**config.mk**
```make
export PLATFORM = sky130hd
export DESIGN_NAME = lru_cache_with_inflight_tracking
export DESIGN_NICKNAME = d
export VERILOG_FILES = /design/src/rtl/lruc_pkg.sv /design/src/rtl/lru_cache_with_inflight_tracking.sv /design/src/rtl/lruc_ctrl.sv /design/src/rtl/lruc_datapath.sv
export SDC_FILE = /design/constraint.sdc
export NUM_CORES = 2
export LEC_CHECK = 0
export BUFFER_PORTS_ARGS = -buffer_cell sky130_fd_sc_hd__buf_4
export CORE_ASPECT_RATIO = 0.75
export CORE_MARGIN = 1
export CORE_UTILIZATION = 55
export DETAILED_ROUTE_END_ITERATION = 8
export GPL_ROUTABILITY_DRIVEN = 0
export PLACE_DENSITY = 0.72
export SYNTH_ARGS = -nofsm -noshare
export SYNTH_HDL_FRONTEND = slang
export SYNTH_SLANG_ARGS = --single-unit
```
**constraint.sdc**
```tcl
create_clock -name i_clk -period 8.1 [get_ports i_clk]
set_input_delay 1.62 -clock i_clk [delete_from_list [all_inputs] [get_ports i_clk]]
set_output_delay 1.62 -clock i_clk [all_outputs]
set_load 0.02 [all_outputs]
```
**src/rtl/lruc_pkg.sv**
```systemverilog
// ----------------------------------------------------------------------------
// lruc_pkg
// Shared types, widths and codes for the keyed LRU cache with fetch tracking.
// ----------------------------------------------------------------------------
package lruc_pkg;

    localparam int KEY_W    = 32;
    localparam int HANDLE_W = 32;
    localparam int GEN_W    = 16;
    localparam int MODE_W   = 3;
    localparam int STAT_W   = 4;

    localparam int DEF_CACHE_ENTRIES = 16;
    localparam int DEF_PENDING_SLOTS = 8;

    typedef enum logic [MODE_W-1:0] {
        MODE_REQUEST = 3'd0,
        MODE_LOOKUP  = 3'd1,
        MODE_FILL    = 3'd2,
        MODE_STOP    = 3'd3,
        MODE_CLEAR   = 3'd4,
        MODE_ATTACH  = 3'd5
    } t_mode;

    typedef enum logic [STAT_W-1:0] {
        ST_IGNORED     = 4'd0,
        ST_READY       = 4'd1,
        ST_ISSUED      = 4'd2,
        ST_HIT         = 4'd3,
        ST_MISS        = 4'd4,
        ST_STALE       = 4'd5,
        ST_TABLE_FULL  = 4'd6,
        ST_OUTSTANDING = 4'd7,
        ST_CTRL_DONE   = 4'd8
    } t_status;

    typedef enum logic [2:0] {
        FSM_IDLE,
        FSM_SCAN,
        FSM_DRAIN,
        FSM_FETCH,
        FSM_EXEC
    } t_fsm;

    // controller to datapath
    typedef struct packed {
        logic load;
        logic scan;
        logic fetch;
        logic exec;
    } t_dp_cmd;

    // datapath to controller
    typedef struct packed {
        logic scan_last;
    } t_dp_sts;

endpackage

```
**src/rtl/lru_cache_with_inflight_tracking.sv**
```systemverilog
// ----------------------------------------------------------------------------
// lru_cache_with_inflight_tracking
// Keyed handle cache with true LRU replacement, outstanding-fetch table and
// generation epoch.
// ----------------------------------------------------------------------------
// Sequence: after the accepting edge the block scans both tables, then
//   drains, fetches the target entry and executes; o_valid is registered.
// The scan reads one entry and one fetch slot per cycle; a new word is not
//   accepted until the block returns to idle.
// The result strobe lasts one cycle; the receiver cannot stall.
// Reset: synchronous, active low; empties both tables, zeroes the epoch.
module lru_cache_with_inflight_tracking #(
    parameter int CACHE_ENTRIES = lruc_pkg::DEF_CACHE_ENTRIES,
    parameter int PENDING_SLOTS = lruc_pkg::DEF_PENDING_SLOTS
) (
    input  logic                          i_clk,
    input  logic                          i_rst_n,
    input  logic                          start,
    output logic                          busy,
    input  logic [lruc_pkg::MODE_W-1:0]   i_mode,
    input  logic [lruc_pkg::KEY_W-1:0]    i_key,
    input  logic [lruc_pkg::HANDLE_W-1:0] i_handle,
    input  logic [lruc_pkg::GEN_W-1:0]    i_fill_generation,
    output logic                          o_valid,
    output logic [lruc_pkg::STAT_W-1:0]   o_status,
    output logic [lruc_pkg::KEY_W-1:0]    o_result_key,
    output logic [lruc_pkg::HANDLE_W-1:0] o_result_handle,
    output logic [lruc_pkg::GEN_W-1:0]    o_issue_generation,
    output logic                          o_evicted,
    output logic [lruc_pkg::KEY_W-1:0]    o_evicted_key
);
    import lruc_pkg::*;

    t_dp_cmd cmd;
    t_dp_sts sts;

    // sequence each word: capture, scan, drain, fetch target, execute
    lruc_ctrl u_ctrl (
        .i_clk   (i_clk),
        .i_rst_n (i_rst_n),
        .i_start (start),
        .i_sts   (sts),
        .o_cmd   (cmd),
        .o_busy  (busy)
    );

    // hold tables and produce the result word
    lruc_datapath #(
        .CACHE_ENTRIES (CACHE_ENTRIES),
        .PENDING_SLOTS (PENDING_SLOTS)
    ) u_dp (
        .i_clk              (i_clk),
        .i_rst_n            (i_rst_n),
        .i_cmd              (cmd),
        .o_sts              (sts),
        .i_mode             (i_mode),
        .i_key              (i_key),
        .i_handle           (i_handle),
        .i_fill_generation  (i_fill_generation),
        .o_valid            (o_valid),
        .o_status           (o_status),
        .o_result_key       (o_result_key),
        .o_result_handle    (o_result_handle),
        .o_issue_generation (o_issue_generation),
        .o_evicted          (o_evicted),
        .o_evicted_key      (o_evicted_key)
    );

endmodule

```
**src/rtl/lruc_ctrl.sv**
```systemverilog
// ----------------------------------------------------------------------------
// lruc_ctrl
// Sequencer: capture, scan tables, drain, fetch target entry, execute.
// ----------------------------------------------------------------------------
module lruc_ctrl (
    input  logic             i_clk,
    input  logic             i_rst_n,
    input  logic             i_start,
    input  lruc_pkg::t_dp_sts i_sts,
    output lruc_pkg::t_dp_cmd o_cmd,
    output logic             o_busy
);
    import lruc_pkg::*;

    t_fsm r_state, n_state;

    always_ff @(posedge i_clk) begin
        if (!i_rst_n) begin
            r_state <= FSM_IDLE;
        end else begin
            r_state <= n_state;
        end
    end

    always_comb begin
        n_state = r_state;
        o_cmd   = '0;
        o_busy  = 1'b1;
        case (r_state)
            FSM_IDLE: begin
                o_busy = 1'b0;
                if (i_start) begin
                    o_cmd.load = 1'b1;
                    n_state    = FSM_SCAN;
                end
            end
            FSM_SCAN: begin
                o_cmd.scan = 1'b1;
                if (i_sts.scan_last) begin
                    n_state = FSM_DRAIN;
                end
            end
            FSM_DRAIN: begin
                n_state = FSM_FETCH;
            end
            FSM_FETCH: begin
                o_cmd.fetch = 1'b1;
                n_state     = FSM_EXEC;
            end
            FSM_EXEC: begin
                o_cmd.exec = 1'b1;
                n_state    = FSM_IDLE;
            end
            default: begin
                n_state = FSM_IDLE;
            end
        endcase
    end

endmodule

```
**src/rtl/lruc_datapath.sv**
```systemverilog
// ----------------------------------------------------------------------------
// lruc_datapath
// Entry and fetch tables, scan compare, LRU age update and result registers.
// ----------------------------------------------------------------------------
module lruc_datapath #(
    parameter int CACHE_ENTRIES = lruc_pkg::DEF_CACHE_ENTRIES,
    parameter int PENDING_SLOTS = lruc_pkg::DEF_PENDING_SLOTS
) (
    input  logic                          i_clk,
    input  logic                          i_rst_n,
    input  lruc_pkg::t_dp_cmd             i_cmd,
    output lruc_pkg::t_dp_sts             o_sts,
    input  logic [lruc_pkg::MODE_W-1:0]   i_mode,
    input  logic [lruc_pkg::KEY_W-1:0]    i_key,
    input  logic [lruc_pkg::HANDLE_W-1:0] i_handle,
    input  logic [lruc_pkg::GEN_W-1:0]    i_fill_generation,
    output logic                          o_valid,
    output logic [lruc_pkg::STAT_W-1:0]   o_status,
    output logic [lruc_pkg::KEY_W-1:0]    o_result_key,
    output logic [lruc_pkg::HANDLE_W-1:0] o_result_handle,
    output logic [lruc_pkg::GEN_W-1:0]    o_issue_generation,
    output logic                          o_evicted,
    output logic [lruc_pkg::KEY_W-1:0]    o_evicted_key
);
    import lruc_pkg::*;

    localparam int SCAN_LEN = (CACHE_ENTRIES > PENDING_SLOTS) ? CACHE_ENTRIES : PENDING_SLOTS;
    localparam int CW = (SCAN_LEN > 1) ? $clog2(SCAN_LEN) : 1;
    localparam int EW = (CACHE_ENTRIES > 1) ? $clog2(CACHE_ENTRIES) : 1;
    localparam int PW = (PENDING_SLOTS > 1) ? $clog2(PENDING_SLOTS) : 1;

    // storage
    logic [KEY_W-1:0]    key_mem  [CACHE_ENTRIES];
    logic [HANDLE_W-1:0] hdl_mem  [CACHE_ENTRIES];
    logic [KEY_W-1:0]    pkey_mem [PENDING_SLOTS];

    logic [CACHE_ENTRIES-1:0] r_valid, n_valid;
    logic [EW-1:0]            r_age [CACHE_ENTRIES];
    logic [EW-1:0]            n_age [CACHE_ENTRIES];
    logic [PENDING_SLOTS-1:0] r_pvalid, n_pvalid;
    logic [GEN_W-1:0]         r_epoch, n_epoch;
    logic                     r_stopping, n_stopping;
    logic                     r_attached, n_attached;

    // captured word
    logic [MODE_W-1:0]   r_mode, n_mode;
    logic [KEY_W-1:0]    r_key, n_key;
    logic [HANDLE_W-1:0] r_handle, n_handle;
    logic [GEN_W-1:0]    r_gen, n_gen;

    // scan
    logic [CW-1:0] r_cnt, n_cnt;
    logic [CW-1:0] r_idx_d;
    logic          r_cmp_vld;
    logic          r_ehit, n_ehit;
    logic [EW-1:0] r_eidx, n_eidx;
    logic          r_efree_f, n_efree_f;
    logic [EW-1:0] r_efree, n_efree;
    logic [EW-1:0] r_victim, n_victim;
    logic [EW-1:0] r_best, n_best;
    logic          r_phit, n_phit;
    logic [PW-1:0] r_pidx, n_pidx;
    logic          r_pfree_f, n_pfree_f;
    logic [PW-1:0] r_pfree, n_pfree;

    // memory read data
    logic [KEY_W-1:0]    r_key_q;
    logic [HANDLE_W-1:0] r_hdl_q;
    logic [KEY_W-1:0]    r_pkey_q;
    logic [EW-1:0]       rd_eaddr;
    logic [PW-1:0]       rd_paddr;

    // writes
    logic          key_we, hdl_we, pkey_we;
    logic [EW-1:0] wr_eaddr;

    // results
    logic                r_out_vld;
    logic [STAT_W-1:0]   r_status, n_status;
    logic [KEY_W-1:0]    r_rkey, n_rkey;
    logic [HANDLE_W-1:0] r_rhdl, n_rhdl;
    logic [GEN_W-1:0]    r_igen, n_igen;
    logic                r_ev, n_ev;
    logic [KEY_W-1:0]    r_evkey, n_evkey;

    logic          ent_in, pend_in;
    logic [EW-1:0] se;
    logic [PW-1:0] sp;
    logic [EW-1:0] touch_age;

    assign o_sts.scan_last = (r_cnt == CW'(SCAN_LEN - 1));

    assign rd_eaddr = i_cmd.fetch ? (r_ehit ? r_eidx : r_victim) : r_cnt[EW-1:0];
    assign rd_paddr = r_cnt[PW-1:0];

    assign ent_in  = ({1'b0, r_idx_d} < (CW + 1)'(CACHE_ENTRIES));
    assign pend_in = ({1'b0, r_idx_d} < (CW + 1)'(PENDING_SLOTS));
    assign se      = r_idx_d[EW-1:0];
    assign sp      = r_idx_d[PW-1:0];
    assign touch_age = r_age[r_eidx];

    always_ff @(posedge i_clk) begin
        r_key_q  <= key_mem[rd_eaddr];
        r_hdl_q  <= hdl_mem[rd_eaddr];
        r_pkey_q <= pkey_mem[rd_paddr];
        if (key_we) begin
            key_mem[wr_eaddr] <= r_key;
        end
        if (hdl_we) begin
            hdl_mem[wr_eaddr] <= r_handle;
        end
        if (pkey_we) begin
            pkey_mem[r_pfree] <= r_key;
        end
    end

    always_comb begin
        n_valid    = r_valid;
        n_age      = r_age;
        n_pvalid   = r_pvalid;
        n_epoch    = r_epoch;
        n_stopping = r_stopping;
        n_attached = r_attached;
        n_mode     = r_mode;
        n_key      = r_key;
        n_handle   = r_handle;
        n_gen      = r_gen;
        n_cnt      = r_cnt;
        n_ehit     = r_ehit;
        n_eidx     = r_eidx;
        n_efree_f  = r_efree_f;
        n_efree    = r_efree;
        n_victim   = r_victim;
        n_best     = r_best;
        n_phit     = r_phit;
        n_pidx     = r_pidx;
        n_pfree_f  = r_pfree_f;
        n_pfree    = r_pfree;
        n_status   = r_status;
        n_rkey     = r_rkey;
        n_rhdl     = r_rhdl;
        n_igen     = r_igen;
        n_ev       = r_ev;
        n_evkey    = r_evkey;
        key_we     = 1'b0;
        hdl_we     = 1'b0;
        pkey_we    = 1'b0;
        wr_eaddr   = r_eidx;

        if (i_cmd.load) begin
            n_mode    = i_mode;
            n_key     = i_key;
            n_handle  = i_handle;
            n_gen     = i_fill_generation;
            n_cnt     = '0;
            n_ehit    = 1'b0;
            n_efree_f = 1'b0;
            n_victim  = '0;
            n_best    = '0;
            n_phit    = 1'b0;
            n_pfree_f = 1'b0;
        end
        if (i_cmd.scan) begin
            n_cnt = r_cnt + CW'(1);
        end

        // compare one entry and one slot per cycle
        if (r_cmp_vld) begin
            if (ent_in) begin
                if (r_valid[se] && (r_key_q == r_key) && !r_ehit) begin
                    n_ehit = 1'b1;
                    n_eidx = se;
                end
                if (!r_valid[se] && !r_efree_f) begin
                    n_efree_f = 1'b1;
                    n_efree   = se;
                end
                if (r_valid[se] && (r_age[se] > r_best)) begin
                    n_best   = r_age[se];
                    n_victim = se;
                end
            end
            if (pend_in) begin
                if (r_pvalid[sp] && (r_pkey_q == r_key) && !r_phit) begin
                    n_phit = 1'b1;
                    n_pidx = sp;
                end
                if (!r_pvalid[sp] && !r_pfree_f) begin
                    n_pfree_f = 1'b1;
                    n_pfree   = sp;
                end
            end
        end

        if (i_cmd.exec) begin
            n_status = ST_IGNORED;
            n_rkey   = '0;
            n_rhdl   = '0;
            n_igen   = '0;
            n_ev     = 1'b0;
            n_evkey  = '0;
            case (r_mode)
                MODE_REQUEST: begin
                    n_rkey = r_key;
                    if (!r_stopping && r_attached) begin
                        if (r_ehit) begin
                            n_status = ST_READY;
                        end else if (r_phit) begin
                            n_status = ST_OUTSTANDING;
                        end else if (r_pfree_f) begin
                            n_pvalid[r_pfree] = 1'b1;
                            pkey_we  = 1'b1;
                            n_status = ST_ISSUED;
                            n_igen   = r_epoch;
                        end else begin
                            n_status = ST_TABLE_FULL;
                        end
                    end
                end
                MODE_LOOKUP: begin
                    n_rkey = r_key;
                    if (r_ehit) begin
                        for (int i = 0; i < CACHE_ENTRIES; i++) begin
                            if (r_valid[i] && (EW'(i) != r_eidx) && (r_age[i] < touch_age)) begin
                                n_age[i] = r_age[i] + EW'(1);
                            end
                        end
                        n_age[r_eidx] = '0;
                        n_status = ST_HIT;
                        n_rhdl   = r_hdl_q;
                    end else begin
                        n_status = ST_MISS;
                    end
                end
                MODE_FILL: begin
                    n_rkey = r_key;
                    if (r_phit) begin
                        n_pvalid[r_pidx] = 1'b0;
                    end
                    if (r_gen != r_epoch) begin
                        n_status = ST_STALE;
                    end else begin
                        n_status = ST_READY;
                        hdl_we   = 1'b1;
                        if (r_ehit) begin
                            wr_eaddr = r_eidx;
                            for (int i = 0; i < CACHE_ENTRIES; i++) begin
                                if (r_valid[i] && (EW'(i) != r_eidx) &&
                                    (r_age[i] < touch_age)) begin
                                    n_age[i] = r_age[i] + EW'(1);
                                end
                            end
                            n_age[r_eidx] = '0;
                        end else begin
                            key_we   = 1'b1;
                            wr_eaddr = r_efree_f ? r_efree : r_victim;
                            n_ev     = !r_efree_f;
                            n_evkey  = r_efree_f ? '0 : r_key_q;
                            for (int i = 0; i < CACHE_ENTRIES; i++) begin
                                if (r_valid[i] && !(!r_efree_f && (EW'(i) == r_victim))) begin
                                    n_age[i] = r_age[i] + EW'(1);
                                end
                            end
                            n_valid[wr_eaddr] = 1'b1;
                            n_age[wr_eaddr]   = '0;
                        end
                    end
                end
                MODE_STOP: begin
                    n_stopping = 1'b1;
                    n_epoch    = r_epoch + GEN_W'(1);
                    n_status   = ST_CTRL_DONE;
                end
                MODE_CLEAR: begin
                    n_valid    = '0;
                    for (int i = 0; i < CACHE_ENTRIES; i++) begin
                        n_age[i] = '0;
                    end
                    n_pvalid   = '0;
                    n_attached = 1'b0;
                    n_stopping = 1'b0;
                    n_status   = ST_CTRL_DONE;
                end
                MODE_ATTACH: begin
                    n_attached = 1'b1;
                    n_status   = ST_CTRL_DONE;
                end
                default: begin
                    n_status = ST_IGNORED;
                end
            endcase
        end
    end

    always_ff @(posedge i_clk) begin
        if (!i_rst_n) begin
            r_valid    <= '0;
            for (int i = 0; i < CACHE_ENTRIES; i++) begin
                r_age[i] <= '0;
            end
            r_pvalid   <= '0;
            r_epoch    <= '0;
            r_stopping <= 1'b0;
            r_attached <= 1'b0;
            r_cmp_vld  <= 1'b0;
            r_out_vld  <= 1'b0;
            r_cnt      <= '0;
        end else begin
            r_valid    <= n_valid;
            r_age      <= n_age;
            r_pvalid   <= n_pvalid;
            r_epoch    <= n_epoch;
            r_stopping <= n_stopping;
            r_attached <= n_attached;
            r_cmp_vld  <= i_cmd.scan;
            r_out_vld  <= i_cmd.exec;
            r_cnt      <= n_cnt;
        end
    end

    always_ff @(posedge i_clk) begin
        r_idx_d   <= r_cnt;
        r_mode    <= n_mode;
        r_key     <= n_key;
        r_handle  <= n_handle;
        r_gen     <= n_gen;
        r_ehit    <= n_ehit;
        r_eidx    <= n_eidx;
        r_efree_f <= n_efree_f;
        r_efree   <= n_efree;
        r_victim  <= n_victim;
        r_best    <= n_best;
        r_phit    <= n_phit;
        r_pidx    <= n_pidx;
        r_pfree_f <= n_pfree_f;
        r_pfree   <= n_pfree;
        r_status  <= n_status;
        r_rkey    <= n_rkey;
        r_rhdl    <= n_rhdl;
        r_igen    <= n_igen;
        r_ev      <= n_ev;
        r_evkey   <= n_evkey;
    end

    assign o_valid            = r_out_vld;
    assign o_status           = r_status;
    assign o_result_key       = r_rkey;
    assign o_result_handle    = r_rhdl;
    assign o_issue_generation = r_igen;
    assign o_evicted          = r_ev;
    assign o_evicted_key      = r_evkey;

endmodule
```
==> flow_summary.yaml <==
status:
  outcome: "finished, final reports clean"
synth:
  synth_seq_area_share_pct: 71.1
  syn_area_um2: 69500
  synth.top_cell.area_share_pct: 64.5
  synth_edf_count: 1494
  synth_top_area_cell: "edfxtp_1"
  synth_xor_area_share_pct: 1.74
  netlist_top_cells_count: "edfxtp_1 (1494), mux4_2 (364), dfxtp_1 (227)"
  post_synth_fa_ha_maj_area_fraction_pct: 1.26
  synth.net_count: 4092
  main_combinational_cell_family_by_area_after_synthesis: "multiplexers"
  yosys.cell_count.top_type: "edfxtp_1"
  yosys.area_share.simple_pct: 5.49
  compound_gate_fraction_of_synth_area_pct: 5.17
  synth_top_cells_by_area: "edfxtp_1 (65%), mux4_2 (12%), dfxtp_1 (6.5%)"
  syn-mean-instance-area_um2: 17.7
  synth_ff_type: "edfxtp_1"
  postSynth.asyncResetShare_pct: 0
  synth.area.mux_share_pct: 13.8
  synth_warnings: 0
  synth_seq_cells: 1721
  synthCells: 3936
  synthDistinctLibCells: 79
placed_design:
  placement.setup.worst_slack_ns: 2.77
  dp.final_hpwl_um: 94600
  dpl.cell_count: 5698
  place_area_um2: 73400
  io_buffers: 204
timing:
  finalCriticalPeriod_ns: 5.40
  worstMarginPinSlew_ns: 1.17
  final.setup_skew_ns: 0.0246
  fmaxAchievable_mhz: 185
  fin_setup_tns_ns: 0
  slew_headroom_pct: 20.0
  rsz0062_at_grt: "false"
  setup_viol_count_final: 0
  hold_viol_final: 0
  worst_path_setup_slack_after_routing_ns: 2.70
  number_of_slew_limit_violations_in_the_final_report: 0
  final.period_utilization_pct: 66.7
clocking:
  numCtsBuffers: 159
  clock_tree.root_cell: "clkbuf_16"
  clockBufferDepth: 3
  post_cts_setup_buffers: 0
  clock_latency_ns: 0.80
  ctsHoldBuffers: 0
  clkSinkCount: 1721
  clk_pin_slew_worst_paths_ns: 0.07
  htree_levels: 4
  cts.repair.resized: 0
  tritoncts: "built"
power:
  total_leakage_power_nw: 26.0
  ir_worst_vdd_mv: 0.216
  power.density_cell_area_nw_per_um2: 229
global_routing:
  first_global_vias: 37027
  final_global_route_overflow_total: 0
  grt_first_pass_wirelength_um: 241000
  grt_antenna_before_repair: 6
  gr-usage-all-layers_pct: 25.7
  pin_count_of_the_biggest_net_entering_global_routing: 142
floorplanning:
  die_area_um2: 128000
  design.core.area_um2: 125000
  die-width_um: 412
  die_h_um: 310
  io_pins: 205
  rows: 112
  start_util_pct: 55.7
routing:
  wl_um: 163000
  detail-route-antenna-nets: 0
  vias: 37812
  detail_route.wl_per_cell_um: 27.2
  1st_pass_router_iterations: 6
  routed_vias_inst: 6.31
  drt_drc_violations_left: 0
  drt_iter0_markers: 4289
setup_path:
  rr_worst_depth: 7
  end_kind: "flop"
  path_cells: "xor2_1 -> nor4_1 -> nand4_2 -> nor3_2 -> mux2i_1 -> nand2_1 -> nor2_4"
  worst_r2r_startpoint: "u_dp.r_gen[6]"
  required_ns: 8.50
  critical_path.reg2reg.endpoint: "u_dp.hdl_mem[13][1]"
  cpPeakStageDelay_ns: 1.04
  critical_path.n_buffers_inverters: 0
  timing.critical_path.from_type: "flop"
  ff2ff_setup_slack_ns: 2.70
  cp_top_family: "simple AND/OR/NAND/NOR gates"
  worstPathArrival_ns: 5.80
  critical_path_class: "reg2reg"
  crit_path_top_delay_cell: "mux2i_1"
  critical_path_peak_fanout: 32
cells_and_area:
  drive_above_1_share_pct: 23.7
  antenna-diode-count: 0
  areaGrowthSynthToFinish_pct: 13.2
  post_layout_nonfiller_instances: 5992
  finish.net_count: 4362
  finalInstanceArea_um2: 78700
  final_util_pct: 63.0
min_path:
  timing.hold.worst_path_depth: 0
  path_type_of_the_worst_min_delay_path: "reg2reg"
  timing.hold.worst_endpoint: "u_dp.r_idx_d[1]"
  hold_path_startpoint: "u_dp.r_cnt[1]"
run:
  max_cap_violations: 0
[flip-flops by register name, indices dropped and copies added (netlist names), 64 cells and up]
register	flops
u_dp.hdl_mem	512
u_dp.pkey_mem	256
u_dp.r_age	64
u_dp.key_mem	512
[routing by layer]
metal | vias to the layer above | global-route usage, % | wire (µm)
met5 | - | 0 | 41
met4 | 6 | 6.71 | 3190
met3 | 240 | 5.44 | 15100
met2 | 1779 | 38.3 | 73800
met1 | 19533 | 39.0 | 70900
li1 | 16254 | - | -
[final cells by class]
class / instances / area [µm²]
multi-input cells: 1978 / 19400
clock inverters: 80 / 876
repair buffers: 305 / 2340
inverters: 41 / 164
flip-flops and latches: 1721 / 49400
fillers: 8572 / 46200
well taps: 1653 / 2070
clock buffers: 214 / 4380
[where the power goes]
part	switching [mW]	total (mW)	internal (mW)
combinational	0.368	0.659	0.291
sequential	0.102	9.80	9.70
clock	3.27	7.55	4.28
[cells in the final DEF, fill, tap and decap left out, types with 21 or more instances in the layout]
cell / n
a31oi_1: 24
o211ai_1: 30
nand2b_1: 42
nor2b_1: 80
ha_1: 70
a21oi_1: 169
edfxtp_1: 1494
xor2_1: 80
dfxtp_1: 223
buf_4: 301
mux2_2: 41
inv_1: 38
nand3_1: 63
mux2i_1: 84
clkbuf_16: 163
nor2_4: 30
nor2_1: 103
nor4_1: 37
or3_1: 21
nand2_1: 110
o21a_1: 52
and2_1: 126
a211oi_1: 85
clkbuf_1: 40
o21ai_0: 107
xnor2_1: 58
nor3_1: 43
mux4_2: 364
clkinv_2: 24
[stage by stage]
step | hold WS [ns] | power, mW
detailed placement | 0.421 | 10.7
floorplan | 0.350 | 10.4
global route | 0.428 | 18.5
finish | 0.430 | 18.0
global placement | 0.416 | 10.6
CTS | 0.428 | 18.1
[cell families after synthesis]
family | after synthesis
muxes | 493
AOI/OAI and AO/OA | 557
DFF | 1721
and+or+nand+nor | 720
xor gates and xnor gates | 138
adders and majority gates | 70
buffers and inverters | 237
[worst max-delay path by stage]
stage                      endpoint  slack (ns)  cells past startpoint              start
2_1_floorplan   u_dp.pkey_mem[2][0]        1.82                      5  u_ctrl.r_state[0]
4_1_cts        u_dp.hdl_mem[13][11]        2.73                      7      u_dp.r_gen[6]
6_report        u_dp.hdl_mem[13][1]        2.70                      7      u_dp.r_gen[6]
3_5_place_dp    u_dp.hdl_mem[12][9]        2.77                      7      u_dp.r_gen[6]
3_3_place_gp    u_dp.hdl_mem[13][9]        2.92                      7      u_dp.r_gen[7]
5_1_grt         u_dp.hdl_mem[13][8]        2.50                      7      u_dp.r_gen[6]
Note: power is estimated with default switching activity, not from simulation.
